<file path="config.mk">
export PLATFORM = sky130hd
export DESIGN_NAME = imu_frame_builder_crc16_core
export DESIGN_NICKNAME = d
export VERILOG_FILES = /design/src/rtl/core/imufb_pkg.sv /design/src/rtl/core/imufb_front.sv /design/src/rtl/core/imufb_queue.sv /design/src/rtl/core/imufb_back.sv /design/src/rtl/core/imu_frame_builder_crc16_core.sv
export SDC_FILE = /design/constraint.sdc
export NUM_CORES = 1
export LEC_CHECK = 0
export BUFFER_PORTS_ARGS = -buffer_cell sky130_fd_sc_hd__buf_4
export CAP_MARGIN = 20
export CORE_ASPECT_RATIO = 0.6
export CORE_MARGIN = 2
export CORE_UTILIZATION = 60
export DETAILED_ROUTE_END_ITERATION = 8
export HOLD_SLACK_MARGIN = 0.1
export PLACE_DENSITY = 0.8
export SKIP_CTS_REPAIR_TIMING = 1
export SYNTH_ARGS = -nofsm -noshare
export SYNTH_HDL_FRONTEND = slang
export SYNTH_SLANG_ARGS = --single-unit
</file>
<file path="constraint.sdc">
create_clock -name clk_i -period 11.1 [get_ports clk_i]
set_input_delay 1.11 -clock clk_i [delete_from_list [all_inputs] [get_ports clk_i]]
set_output_delay 1.11 -clock clk_i [all_outputs]
set_load 0.01 [all_outputs]
</file>
<file path="src/rtl/core/imufb_pkg.sv">
`timescale 1ns / 1ps

package imufb_pkg;

  // Frame geometry
  localparam int unsigned FRAME_BYTES = 24;
  localparam int unsigned IDX_W       = 5;
  localparam logic [IDX_W-1:0] IDX_LAST   = IDX_W'(FRAME_BYTES - 1);
  localparam logic [IDX_W-1:0] IDX_CRC_HI = IDX_W'(22);
  localparam logic [IDX_W-1:0] IDX_CRC_LO = IDX_W'(23);
  localparam logic [IDX_W-1:0] FLIP_INDEX = IDX_W'(12);
  localparam logic [7:0]       FLIP_MASK  = 8'h01;

  // CRC span: bytes 2..21
  localparam logic [IDX_W-1:0] CRC_FIRST = IDX_W'(2);
  localparam logic [IDX_W-1:0] CRC_LAST_STEP = IDX_W'(19);
  localparam logic [15:0]      CRC_INIT  = 16'hFFFF;
  localparam logic [15:0]      CRC_POLY  = 16'h1021;

  // Header bytes
  localparam logic [7:0] SYNC0     = 8'hAA;
  localparam logic [7:0] SYNC1     = 8'h55;
  localparam logic [7:0] LEN_FIELD = 8'd18;

  // Injection period register
  localparam logic [7:0] PERIOD_RESET = 8'd10;
  localparam logic [IDX_W-1:0] REM_STEPS = IDX_W'(8);

  // Descriptor queue
  localparam int unsigned QDEPTH = 2;
  localparam int unsigned QPTR_W = 1;
  localparam int unsigned QCNT_W = 2;

  typedef struct packed {
    logic        [31:0] timestamp_us;
    logic signed [15:0] accel_x;
    logic signed [15:0] accel_y;
    logic signed [15:0] accel_z;
    logic signed [15:0] temperature;
    logic signed [15:0] gyro_x;
    logic signed [15:0] gyro_y;
    logic signed [15:0] gyro_z;
    logic               corrupt_enable;
  } sample_t;

  typedef struct packed {
    logic [7:0]  frame_byte;
    logic        last_byte;
    logic [7:0]  frame_seq;
    logic [31:0] injected_count;
  } result_t;

  // Everything the serializer needs to send one frame
  typedef struct packed {
    sample_t     smp;
    logic [7:0]  seq;
    logic [15:0] crc;
    logic        flip;
    logic [31:0] count;
  } frame_desc_t;

  typedef struct packed {
    logic full;
    logic empty;
  } q_status_t;

  // Frame byte at a given index, bytes 0..21 (CRC bytes added by the serializer)
  function automatic logic [7:0] body_byte(sample_t s, logic [7:0] seq,
                                           logic [IDX_W-1:0] idx);
    logic [7:0] b;
    b = 8'h00;
    case (idx)
      5'd0:    b = SYNC0;
      5'd1:    b = SYNC1;
      5'd2:    b = LEN_FIELD;
      5'd3:    b = seq;
      5'd4:    b = s.timestamp_us[7:0];
      5'd5:    b = s.timestamp_us[15:8];
      5'd6:    b = s.timestamp_us[23:16];
      5'd7:    b = s.timestamp_us[31:24];
      5'd8:    b = s.accel_x[15:8];
      5'd9:    b = s.accel_x[7:0];
      5'd10:   b = s.accel_y[15:8];
      5'd11:   b = s.accel_y[7:0];
      5'd12:   b = s.accel_z[15:8];
      5'd13:   b = s.accel_z[7:0];
      5'd14:   b = s.temperature[15:8];
      5'd15:   b = s.temperature[7:0];
      5'd16:   b = s.gyro_x[15:8];
      5'd17:   b = s.gyro_x[7:0];
      5'd18:   b = s.gyro_y[15:8];
      5'd19:   b = s.gyro_y[7:0];
      5'd20:   b = s.gyro_z[15:8];
      5'd21:   b = s.gyro_z[7:0];
      default: b = 8'h00;
    endcase
    return b;
  endfunction

  // One byte of CRC-16/CCITT-FALSE, eight shift steps
  function automatic logic [15:0] crc_byte(logic [15:0] c_in, logic [7:0] data);
    logic [15:0] c;
    c = c_in ^ {data, 8'h00};
    for (int b = 0; b < 8; b++) begin
      if (c[15]) begin
        c = {c[14:0], 1'b0} ^ CRC_POLY;
      end else begin
        c = {c[14:0], 1'b0};
      end
    end
    return c;
  endfunction

endpackage

</file>
<file path="src/rtl/core/imufb_front.sv">
`timescale 1ns / 1ps

module imufb_front (
  input  logic                  clk_i,
  input  logic                  rst_ni,
  input  logic                  push,
  output logic                  full,
  input  imufb_pkg::sample_t    sample_i,
  input  logic [7:0]            period_i,
  input  imufb_pkg::q_status_t  q_status_i,
  output logic                  q_push_o,
  output imufb_pkg::frame_desc_t q_data_o
);

  typedef enum logic [2:0] {
    ST_IDLE = 3'b001,
    ST_CALC = 3'b010,
    ST_PUSH = 3'b100
  } front_state_e;

  front_state_e state_q, state_d;

  imufb_pkg::sample_t           smp_q, smp_d;
  logic [7:0]                   seq_cnt_q, seq_cnt_d;
  logic [7:0]                   seq_cur_q, seq_cur_d;
  logic [15:0]                  crc_q, crc_d;
  logic [7:0]                   rem_q, rem_d;
  logic [imufb_pkg::IDX_W-1:0]  step_q, step_d;
  logic [31:0]                  err_q, err_d;

  logic                         accept;
  logic [7:0]                   seq_next;
  logic [8:0]                   rem_shift;
  logic [imufb_pkg::IDX_W-1:0]  byte_idx;
  logic [2:0]                   bit_sel;
  logic                         inject;

  assign full     = (state_q != ST_IDLE);
  assign accept   = push && !full;
  assign seq_next = seq_cur_q + 8'd1;
  assign byte_idx = step_q + imufb_pkg::CRC_FIRST;
  assign bit_sel  = 3'(3'd7 - step_q[2:0]);
  assign rem_shift = {rem_q, seq_next[bit_sel]};
  assign inject   = smp_q.corrupt_enable && (period_i != 8'd0) && (rem_q == 8'd0);

  // Hand the finished descriptor to the queue
  assign q_push_o        = (state_q == ST_PUSH) && !q_status_i.full;
  assign q_data_o.smp    = smp_q;
  assign q_data_o.seq    = seq_cur_q;
  assign q_data_o.crc    = crc_q;
  assign q_data_o.flip   = inject;
  assign q_data_o.count  = err_q + {31'd0, inject};

  // Accept, then run CRC one byte a cycle and the period remainder one bit a cycle
  always_comb begin
    state_d   = state_q;
    smp_d     = smp_q;
    seq_cnt_d = seq_cnt_q;
    seq_cur_d = seq_cur_q;
    crc_d     = crc_q;
    rem_d     = rem_q;
    step_d    = step_q;
    err_d     = err_q;
    case (state_q)
      ST_IDLE: begin
        if (accept) begin
          smp_d     = sample_i;
          seq_cur_d = seq_cnt_q;
          seq_cnt_d = seq_cnt_q + 8'd1;
          crc_d     = imufb_pkg::CRC_INIT;
          rem_d     = 8'd0;
          step_d    = '0;
          state_d   = ST_CALC;
        end
      end
      ST_CALC: begin
        crc_d = imufb_pkg::crc_byte(crc_q,
                  imufb_pkg::body_byte(smp_q, seq_cur_q, byte_idx));
        if (step_q < imufb_pkg::REM_STEPS) begin
          if (rem_shift >= {1'b0, period_i}) begin
            rem_d = 8'(rem_shift - {1'b0, period_i});
          end else begin
            rem_d = rem_shift[7:0];
          end
        end
        step_d = step_q + 5'd1;
        if (step_q == imufb_pkg::CRC_LAST_STEP) begin
          state_d = ST_PUSH;
        end
      end
      ST_PUSH: begin
        if (!q_status_i.full) begin
          err_d   = err_q + {31'd0, inject};
          state_d = ST_IDLE;
        end
      end
      default: state_d = ST_IDLE;
    endcase
  end

  always_ff @(posedge clk_i or negedge rst_ni) begin
    if (!rst_ni) begin
      state_q   <= ST_IDLE;
      seq_cnt_q <= 8'd0;
      err_q     <= 32'd0;
    end else begin
      state_q   <= state_d;
      seq_cnt_q <= seq_cnt_d;
      err_q     <= err_d;
    end
  end

  always_ff @(posedge clk_i) begin
    smp_q     <= smp_d;
    seq_cur_q <= seq_cur_d;
    crc_q     <= crc_d;
    rem_q     <= rem_d;
    step_q    <= step_d;
  end

endmodule

</file>
<file path="src/rtl/core/imufb_queue.sv">
`timescale 1ns / 1ps

module imufb_queue (
  input  logic                   clk_i,
  input  logic                   rst_ni,
  input  logic                   push_i,
  input  imufb_pkg::frame_desc_t data_i,
  input  logic                   pop_i,
  output imufb_pkg::frame_desc_t data_o,
  output imufb_pkg::q_status_t   status_o
);

  imufb_pkg::frame_desc_t mem_q [imufb_pkg::QDEPTH];
  logic [imufb_pkg::QPTR_W-1:0] wptr_q, rptr_q;
  logic [imufb_pkg::QCNT_W-1:0] cnt_q;

  logic do_push, do_pop;

  assign status_o.full  = (cnt_q == imufb_pkg::QCNT_W'(imufb_pkg::QDEPTH));
  assign status_o.empty = (cnt_q == '0);
  assign do_push = push_i && !status_o.full;
  assign do_pop  = pop_i && !status_o.empty;
  assign data_o  = mem_q[rptr_q];

  // Store incoming descriptors
  always_ff @(posedge clk_i) begin
    if (do_push) begin
      mem_q[wptr_q] <= data_i;
    end
  end

  // Advance pointers and occupancy
  always_ff @(posedge clk_i or negedge rst_ni) begin
    if (!rst_ni) begin
      wptr_q <= '0;
      rptr_q <= '0;
      cnt_q  <= '0;
    end else begin
      if (do_push) begin
        wptr_q <= wptr_q + 1'b1;
      end
      if (do_pop) begin
        rptr_q <= rptr_q + 1'b1;
      end
      if (do_push && !do_pop) begin
        cnt_q <= cnt_q + 1'b1;
      end else if (do_pop && !do_push) begin
        cnt_q <= cnt_q - 1'b1;
      end
    end
  end

endmodule

</file>
<file path="src/rtl/core/imufb_back.sv">
`timescale 1ns / 1ps

module imufb_back (
  input  logic                   clk_i,
  input  logic                   rst_ni,
  input  imufb_pkg::frame_desc_t desc_i,
  input  imufb_pkg::q_status_t   q_status_i,
  output logic                   q_pop_o,
  output logic                   empty,
  input  logic                   pop,
  output imufb_pkg::result_t     result_o
);

  imufb_pkg::result_t           out_q, out_d;
  logic                         out_vld_q, out_vld_d;
  logic [imufb_pkg::IDX_W-1:0]  idx_q, idx_d;

  logic                         load;
  logic [7:0]                   raw_byte;
  logic [7:0]                   tx_byte;

  assign empty    = !out_vld_q;
  assign result_o = out_q;
  assign load     = (!out_vld_q || pop) && !q_status_i.empty;
  assign q_pop_o  = load && (idx_q == imufb_pkg::IDX_LAST);

  // Pick the byte for the current index, CRC at the tail, flip after CRC
  always_comb begin
    if (idx_q == imufb_pkg::IDX_CRC_HI) begin
      raw_byte = desc_i.crc[15:8];
    end else if (idx_q == imufb_pkg::IDX_CRC_LO) begin
      raw_byte = desc_i.crc[7:0];
    end else begin
      raw_byte = imufb_pkg::body_byte(desc_i.smp, desc_i.seq, idx_q);
    end
    tx_byte = raw_byte;
    if (desc_i.flip && (idx_q == imufb_pkg::FLIP_INDEX)) begin
      tx_byte = raw_byte ^ imufb_pkg::FLIP_MASK;
    end
  end

  // Load the output register one beat a cycle while the consumer keeps up and a descriptor is queued
  always_comb begin
    out_d     = out_q;
    out_vld_d = out_vld_q;
    idx_d     = idx_q;
    if (load) begin
      out_d.frame_byte     = tx_byte;
      out_d.last_byte      = (idx_q == imufb_pkg::IDX_LAST);
      out_d.frame_seq      = desc_i.seq;
      out_d.injected_count = desc_i.count;
      out_vld_d            = 1'b1;
      idx_d = (idx_q == imufb_pkg::IDX_LAST) ? '0 : idx_q + 5'd1;
    end else if (pop) begin
      out_vld_d = 1'b0;
    end
  end

  always_ff @(posedge clk_i or negedge rst_ni) begin
    if (!rst_ni) begin
      out_vld_q <= 1'b0;
      idx_q     <= '0;
    end else begin
      out_vld_q <= out_vld_d;
      idx_q     <= idx_d;
    end
  end

  always_ff @(posedge clk_i) begin
    out_q <= out_d;
  end

  // A frame in progress keeps its descriptor at the head of the queue
  a_head_held: assert property (@(posedge clk_i) disable iff (!rst_ni)
    (idx_q != '0) |-> !q_status_i.empty)
    else $error("frame in progress without a queued descriptor");

  // The final byte of a frame is the beat that releases the descriptor
  a_last_on_pop: assert property (@(posedge clk_i) disable iff (!rst_ni)
    q_pop_o |=> (out_vld_q && out_q.last_byte))
    else $error("descriptor released without a last byte");

  // Never release a descriptor mid-frame
  a_pop_at_end: assert property (@(posedge clk_i) disable iff (!rst_ni)
    q_pop_o |-> (idx_q == imufb_pkg::IDX_LAST))
    else $error("descriptor released before the last byte");

endmodule

</file>
<file path="src/rtl/core/imu_frame_builder_crc16_core.sv">
`timescale 1ns / 1ps

// IMU frame builder: each accepted sample becomes a 24-byte frame (sync AA 55,
// length 18, sequence, little-endian timestamp, seven big-endian 16-bit
// readings, big-endian CRC-16/CCITT-FALSE over bytes 2..21), delivered one
// byte per pop with last_byte set on byte 24. A frame occupies the output for
// 24 beats, one beat a cycle while every beat is popped, so the sustained rate
// is set by the byte serializer. The front end takes each sample through one
// accept step, twenty CRC byte steps and one hand-off, and works on the next
// sample while the previous frame streams out of a two-deep descriptor queue.
// With corrupt_enable set and (sequence + 1) mod inject_period equal to zero,
// bit 0 of byte 12 is flipped after the CRC and the injected-error count rises;
// a period of 0 disables injection. Write inject_period only while idle.
module imu_frame_builder_crc16_core (
  input  logic               clk_i,
  input  logic               rst_ni,
  input  logic               push,
  output logic               full,
  input  imufb_pkg::sample_t sample_i,
  output logic               empty,
  input  logic               pop,
  output imufb_pkg::result_t result_o,
  input  logic               cfg_valid_i,
  output logic               cfg_ready_o,
  input  logic [7:0]         cfg_data_i
);

  logic [7:0]             period_q;
  logic                   q_push, q_pop;
  imufb_pkg::frame_desc_t q_wdata, q_rdata;
  imufb_pkg::q_status_t   q_status;

  // Hold the injection period
  assign cfg_ready_o = 1'b1;

  always_ff @(posedge clk_i or negedge rst_ni) begin
    if (!rst_ni) begin
      period_q <= imufb_pkg::PERIOD_RESET;
    end else if (cfg_valid_i && cfg_ready_o) begin
      period_q <= cfg_data_i;
    end
  end

  imufb_front u_front (
    .clk_i      (clk_i),
    .rst_ni     (rst_ni),
    .push       (push),
    .full       (full),
    .sample_i   (sample_i),
    .period_i   (period_q),
    .q_status_i (q_status),
    .q_push_o   (q_push),
    .q_data_o   (q_wdata)
  );

  imufb_queue u_queue (
    .clk_i    (clk_i),
    .rst_ni   (rst_ni),
    .push_i   (q_push),
    .data_i   (q_wdata),
    .pop_i    (q_pop),
    .data_o   (q_rdata),
    .status_o (q_status)
  );

  imufb_back u_back (
    .clk_i      (clk_i),
    .rst_ni     (rst_ni),
    .desc_i     (q_rdata),
    .q_status_i (q_status),
    .q_pop_o    (q_pop),
    .empty      (empty),
    .pop        (pop),
    .result_o   (result_o)
  );

endmodule

</file>
==> run_results.csv <==
group,metric,value,unit
cts,cts.clk_slew.worst_paths,0.07,ns
cts,h-tree-depth,2,
drt,num_vias,17400,
drt,drt-initial-drc-count,2673,
sta,finalCritPeriodShare,40.9,%
critical_path,critical_path_required,11.42,ns
outcome,status,"finished, final reports clean",
cts,cts_root_buf,"clkbuf_16",
sta,skew,0.0365,ns
yosys,synthCells,1813,
power_and_ir_drop,p_leak,11.3,nW
global_route,grtUsageTotal,29.3,%
yosys,ys_seq_elements,694,
sta,worst_pin_slew,1.14,ns
drt,ant_nets,0,
power_and_ir_drop,internal_power,5.29,mW
yosys,async_flop_share,8.79,%
critical_path,path_class,"register to register",
power_and_ir_drop,p_sw,2.72,mW
finish,drive_gt1_share,19.4,%
critical_path,crit_fanout,60,
drt,drcViolationCount,0,
global_route,grt_first_pass_wirelength,106000,µm
die,die_area,49000,µm²
place,place_hpwl,48900,µm
run,max-cap-violations,0,
finish,fillers,2948,
finish,antenna_cells,0,
yosys,yosys.cell_types.count,80,
sta,setup_viol,0,
die,dieWidth,284,µm
critical_path,start_kind,"register",
die,ioPinCount,210,
global_route,grt_max_degree,170,
sta,setup-tns-final,0,ns
sta,min_period,4.54,ns
yosys,synth_area,28300,µm²
finish,regArea,20500,µm²
yosys,synth.net_count,1996,
cts,cts_sinks,694,
power_and_ir_drop,p_per_area,248,nW/µm²
critical_path,endpoint_kind,"register",
drt,wl_per_cell,26.9,µm
place,placed_cell_area,30600,µm²
global_route,grt_antenna_before_repair,4,
place,gp_congestion,1.00,
yosys,synth-edff-count,633,
power_and_ir_drop,power.share.clock,24.3,%
sta,worst_slack,6.56,ns
sta,max_freq,220,MHz
die,num_rows,61,
sta,slew_headroom,24.1,%
place,detailedPlace.worstSlack,6.65,ns
power_and_ir_drop,comb_power_share,30.2,%
global_route,grt_overflow,0,
place,portBuffers,208,
power_and_ir_drop,p_total,8.01,mW
sta,drv_slew,0,
hold_path,worstHoldPathType,"register to register",
yosys,synth-seq-area-share,72.5,%
drt,viasPerCell,6.43,
finish,area_growth,14.3,%
sta,rsz0062_at_grt,"false",
cts,cts_buffers,58,
yosys,avgSynthCellArea,15.6,µm²
yosys,yosys_warnings,0,
drt,drt-pass1-iter-count,6,
yosys,synthFlopType,"edfxtp_1",
sta,hold_viol,0,
finish,design_area,32400,µm²
power_and_ir_drop,ir_drop,0.136,mV
cts,clockBufferDepth,3,
power_and_ir_drop,p_sw_share,34.0,%
finish,final_core_util,69.6,%
die,start_util,60.9,%
finish,multiInputGateArea,7330,µm²
place,dp.cells,2598,
global_route,grt_pass1_vias,16800,
cts,tritoncts,"yes",
cts,clock_latency,0.63,ns
finish,finalNonFillerCells,2707,
die,fp.dieH,172,µm
drt,routed_wl,72700,µm
power_and_ir_drop,p_seq_share,45.5,%
sta,hold_slack,0.470,ns
die,fp.coreArea,46500,µm²
finish,final_nets,2215,
critical_path,crit_arrival,4.86,ns
metal layers:
| layer | global-route usage [%] | wire [µm] |
|---|---|---|
| met3 | 10.0 | 10500 |
| met1 | 41.7 | 28700 |
| met5 | 0 | 0 |
| met4 | 8.40 | 2080 |
| met2 | 43.4 | 31500 |
critical path, cell delays in order (launching register included):
cell and delay, ns:
dfrtp_4 0.87, buf_4 0.83, buf_4 0.82, mux2i_1 0.32, o221ai_1 0.17, nor3_1 0.17
o2111ai_1 0.14, nor3_1 0.22, o21ai_0 0.19, a221oi_1 0.34, a21oi_1 0.09
logic make-up (layout without fill, tap and decap cells):
kind of cell             after synthesis  in the layout  synth area share [%]
AND/OR/NAND/NOR                      412            412                  7.04
multiplexers                         196            196                  7.17
other                                  1              1                0.0132
XOR/XNOR                             102            102                  3.49
AO/OA/AOI/OAI                        275            275                  6.99
adder cells (fa/ha/maj)               25             25                  1.13
flip-flops                           694            694                  72.5
buffers and inverters                108            372                  1.64
final cells by class:
type	instances	area share [%]
multi-input combinational	1011	22.7
tap	630	2.44
clock buffer	76	4.76
sequential	694	63.5
clock inverter	29	0.642
timing repair buffer	237	5.67
inverter	30	0.363
flip-flops by register name (all words and copies together) (netlist names):
| register | count |
|---|---|
| u_back.result_o | 49 |
| u_front.seq_cur_q | 8 |
| u_front.state_q | 3 |
| u_front.seq_cnt_q | 8 |
| u_front.step_q | 5 |
| u_front.q_data_o | 145 |
| u_queue.rptr_q | 1 |
| u_front.rem_q | 8 |
| u_front.crc_q | 16 |
| u_back.idx_q | 5 |
| u_front.err_q | 32 |
| u_queue.cnt_q | 2 |
| u_queue.wptr_q | 1 |
| u_back.out_vld_q | 1 |
| u_queue.mem_q | 402 |
| period_q | 8 |
final timing paths:
| check | start | endpoint | slack, ns | cells past startpoint |
|---|---|---|---|---|
| worst max-delay path | u_queue.rptr_q$_DFFE_PN0P_ | u_back.result_o[46]$_DFFE_PP_ | 6.56 | 10 |
| worst min-delay path | u_front.q_data_o[181]$_DFFE_PP_ | u_queue.mem_q[1][181]$_DFFE_PP_ | 0.47 | 0 |
| worst max register to register | u_queue.rptr_q$_DFFE_PN0P_ | u_back.result_o[46]$_DFFE_PP_ | 6.56 | 10 |
| min in group asynchronous | rst_ni | u_front.err_q[30]$_DFFE_PN0P_ | 0.60 | 1 |
| max in group asynchronous | rst_ni | u_queue.rptr_q$_DFFE_PN0P_ | 9.86 | 1 |
| worst min register to register | u_front.q_data_o[181]$_DFFE_PP_ | u_queue.mem_q[1][181]$_DFFE_PP_ | 0.47 | 0 |
cell usage after synthesis, drive strengths merged (37+ instances only):
| library cell | instances | area [µm²] |
|---|---|---|
| buf | 42 | 218 |
| dfrtp | 58 | 1450 |
| edfxtp | 633 | 19000 |
| mux2 | 56 | 631 |
| mux2i | 140 | 1400 |
| nand2 | 139 | 522 |
| nand3 | 58 | 290 |
| nor2 | 80 | 300 |
| o21ai | 54 | 274 |
| o22ai | 43 | 269 |
| xnor2 | 62 | 588 |
| xor2 | 37 | 332 |
power groups by stage:
stage	clock network, mW	registers, mW	logic, mW
finish	1.95	3.65	2.42
global route	2.06	3.67	2.54
CTS	1.96	3.63	2.33
detailed placement	0	3.68	2.32
global placement	0	3.67	2.27
floorplan	0	3.53	1.61
layout by cell type (no fill, tap or decap), drive strengths merged, types with 31 or more instances in the layout:
| cell | instances |
|---|---|
| edfxtp | 633 |
| mux2i | 140 |
| clkbuf | 78 |
| mux2 | 56 |
| buf | 235 |
| o22ai | 43 |
| o21ai | 54 |
| xor2 | 37 |
| nor2 | 80 |
| xnor2 | 62 |
| nand3 | 58 |
| a21oi | 31 |
| dfrtp | 58 |
| inv | 31 |
| nand2 | 139 |
(Power assumes the default switching activity.)
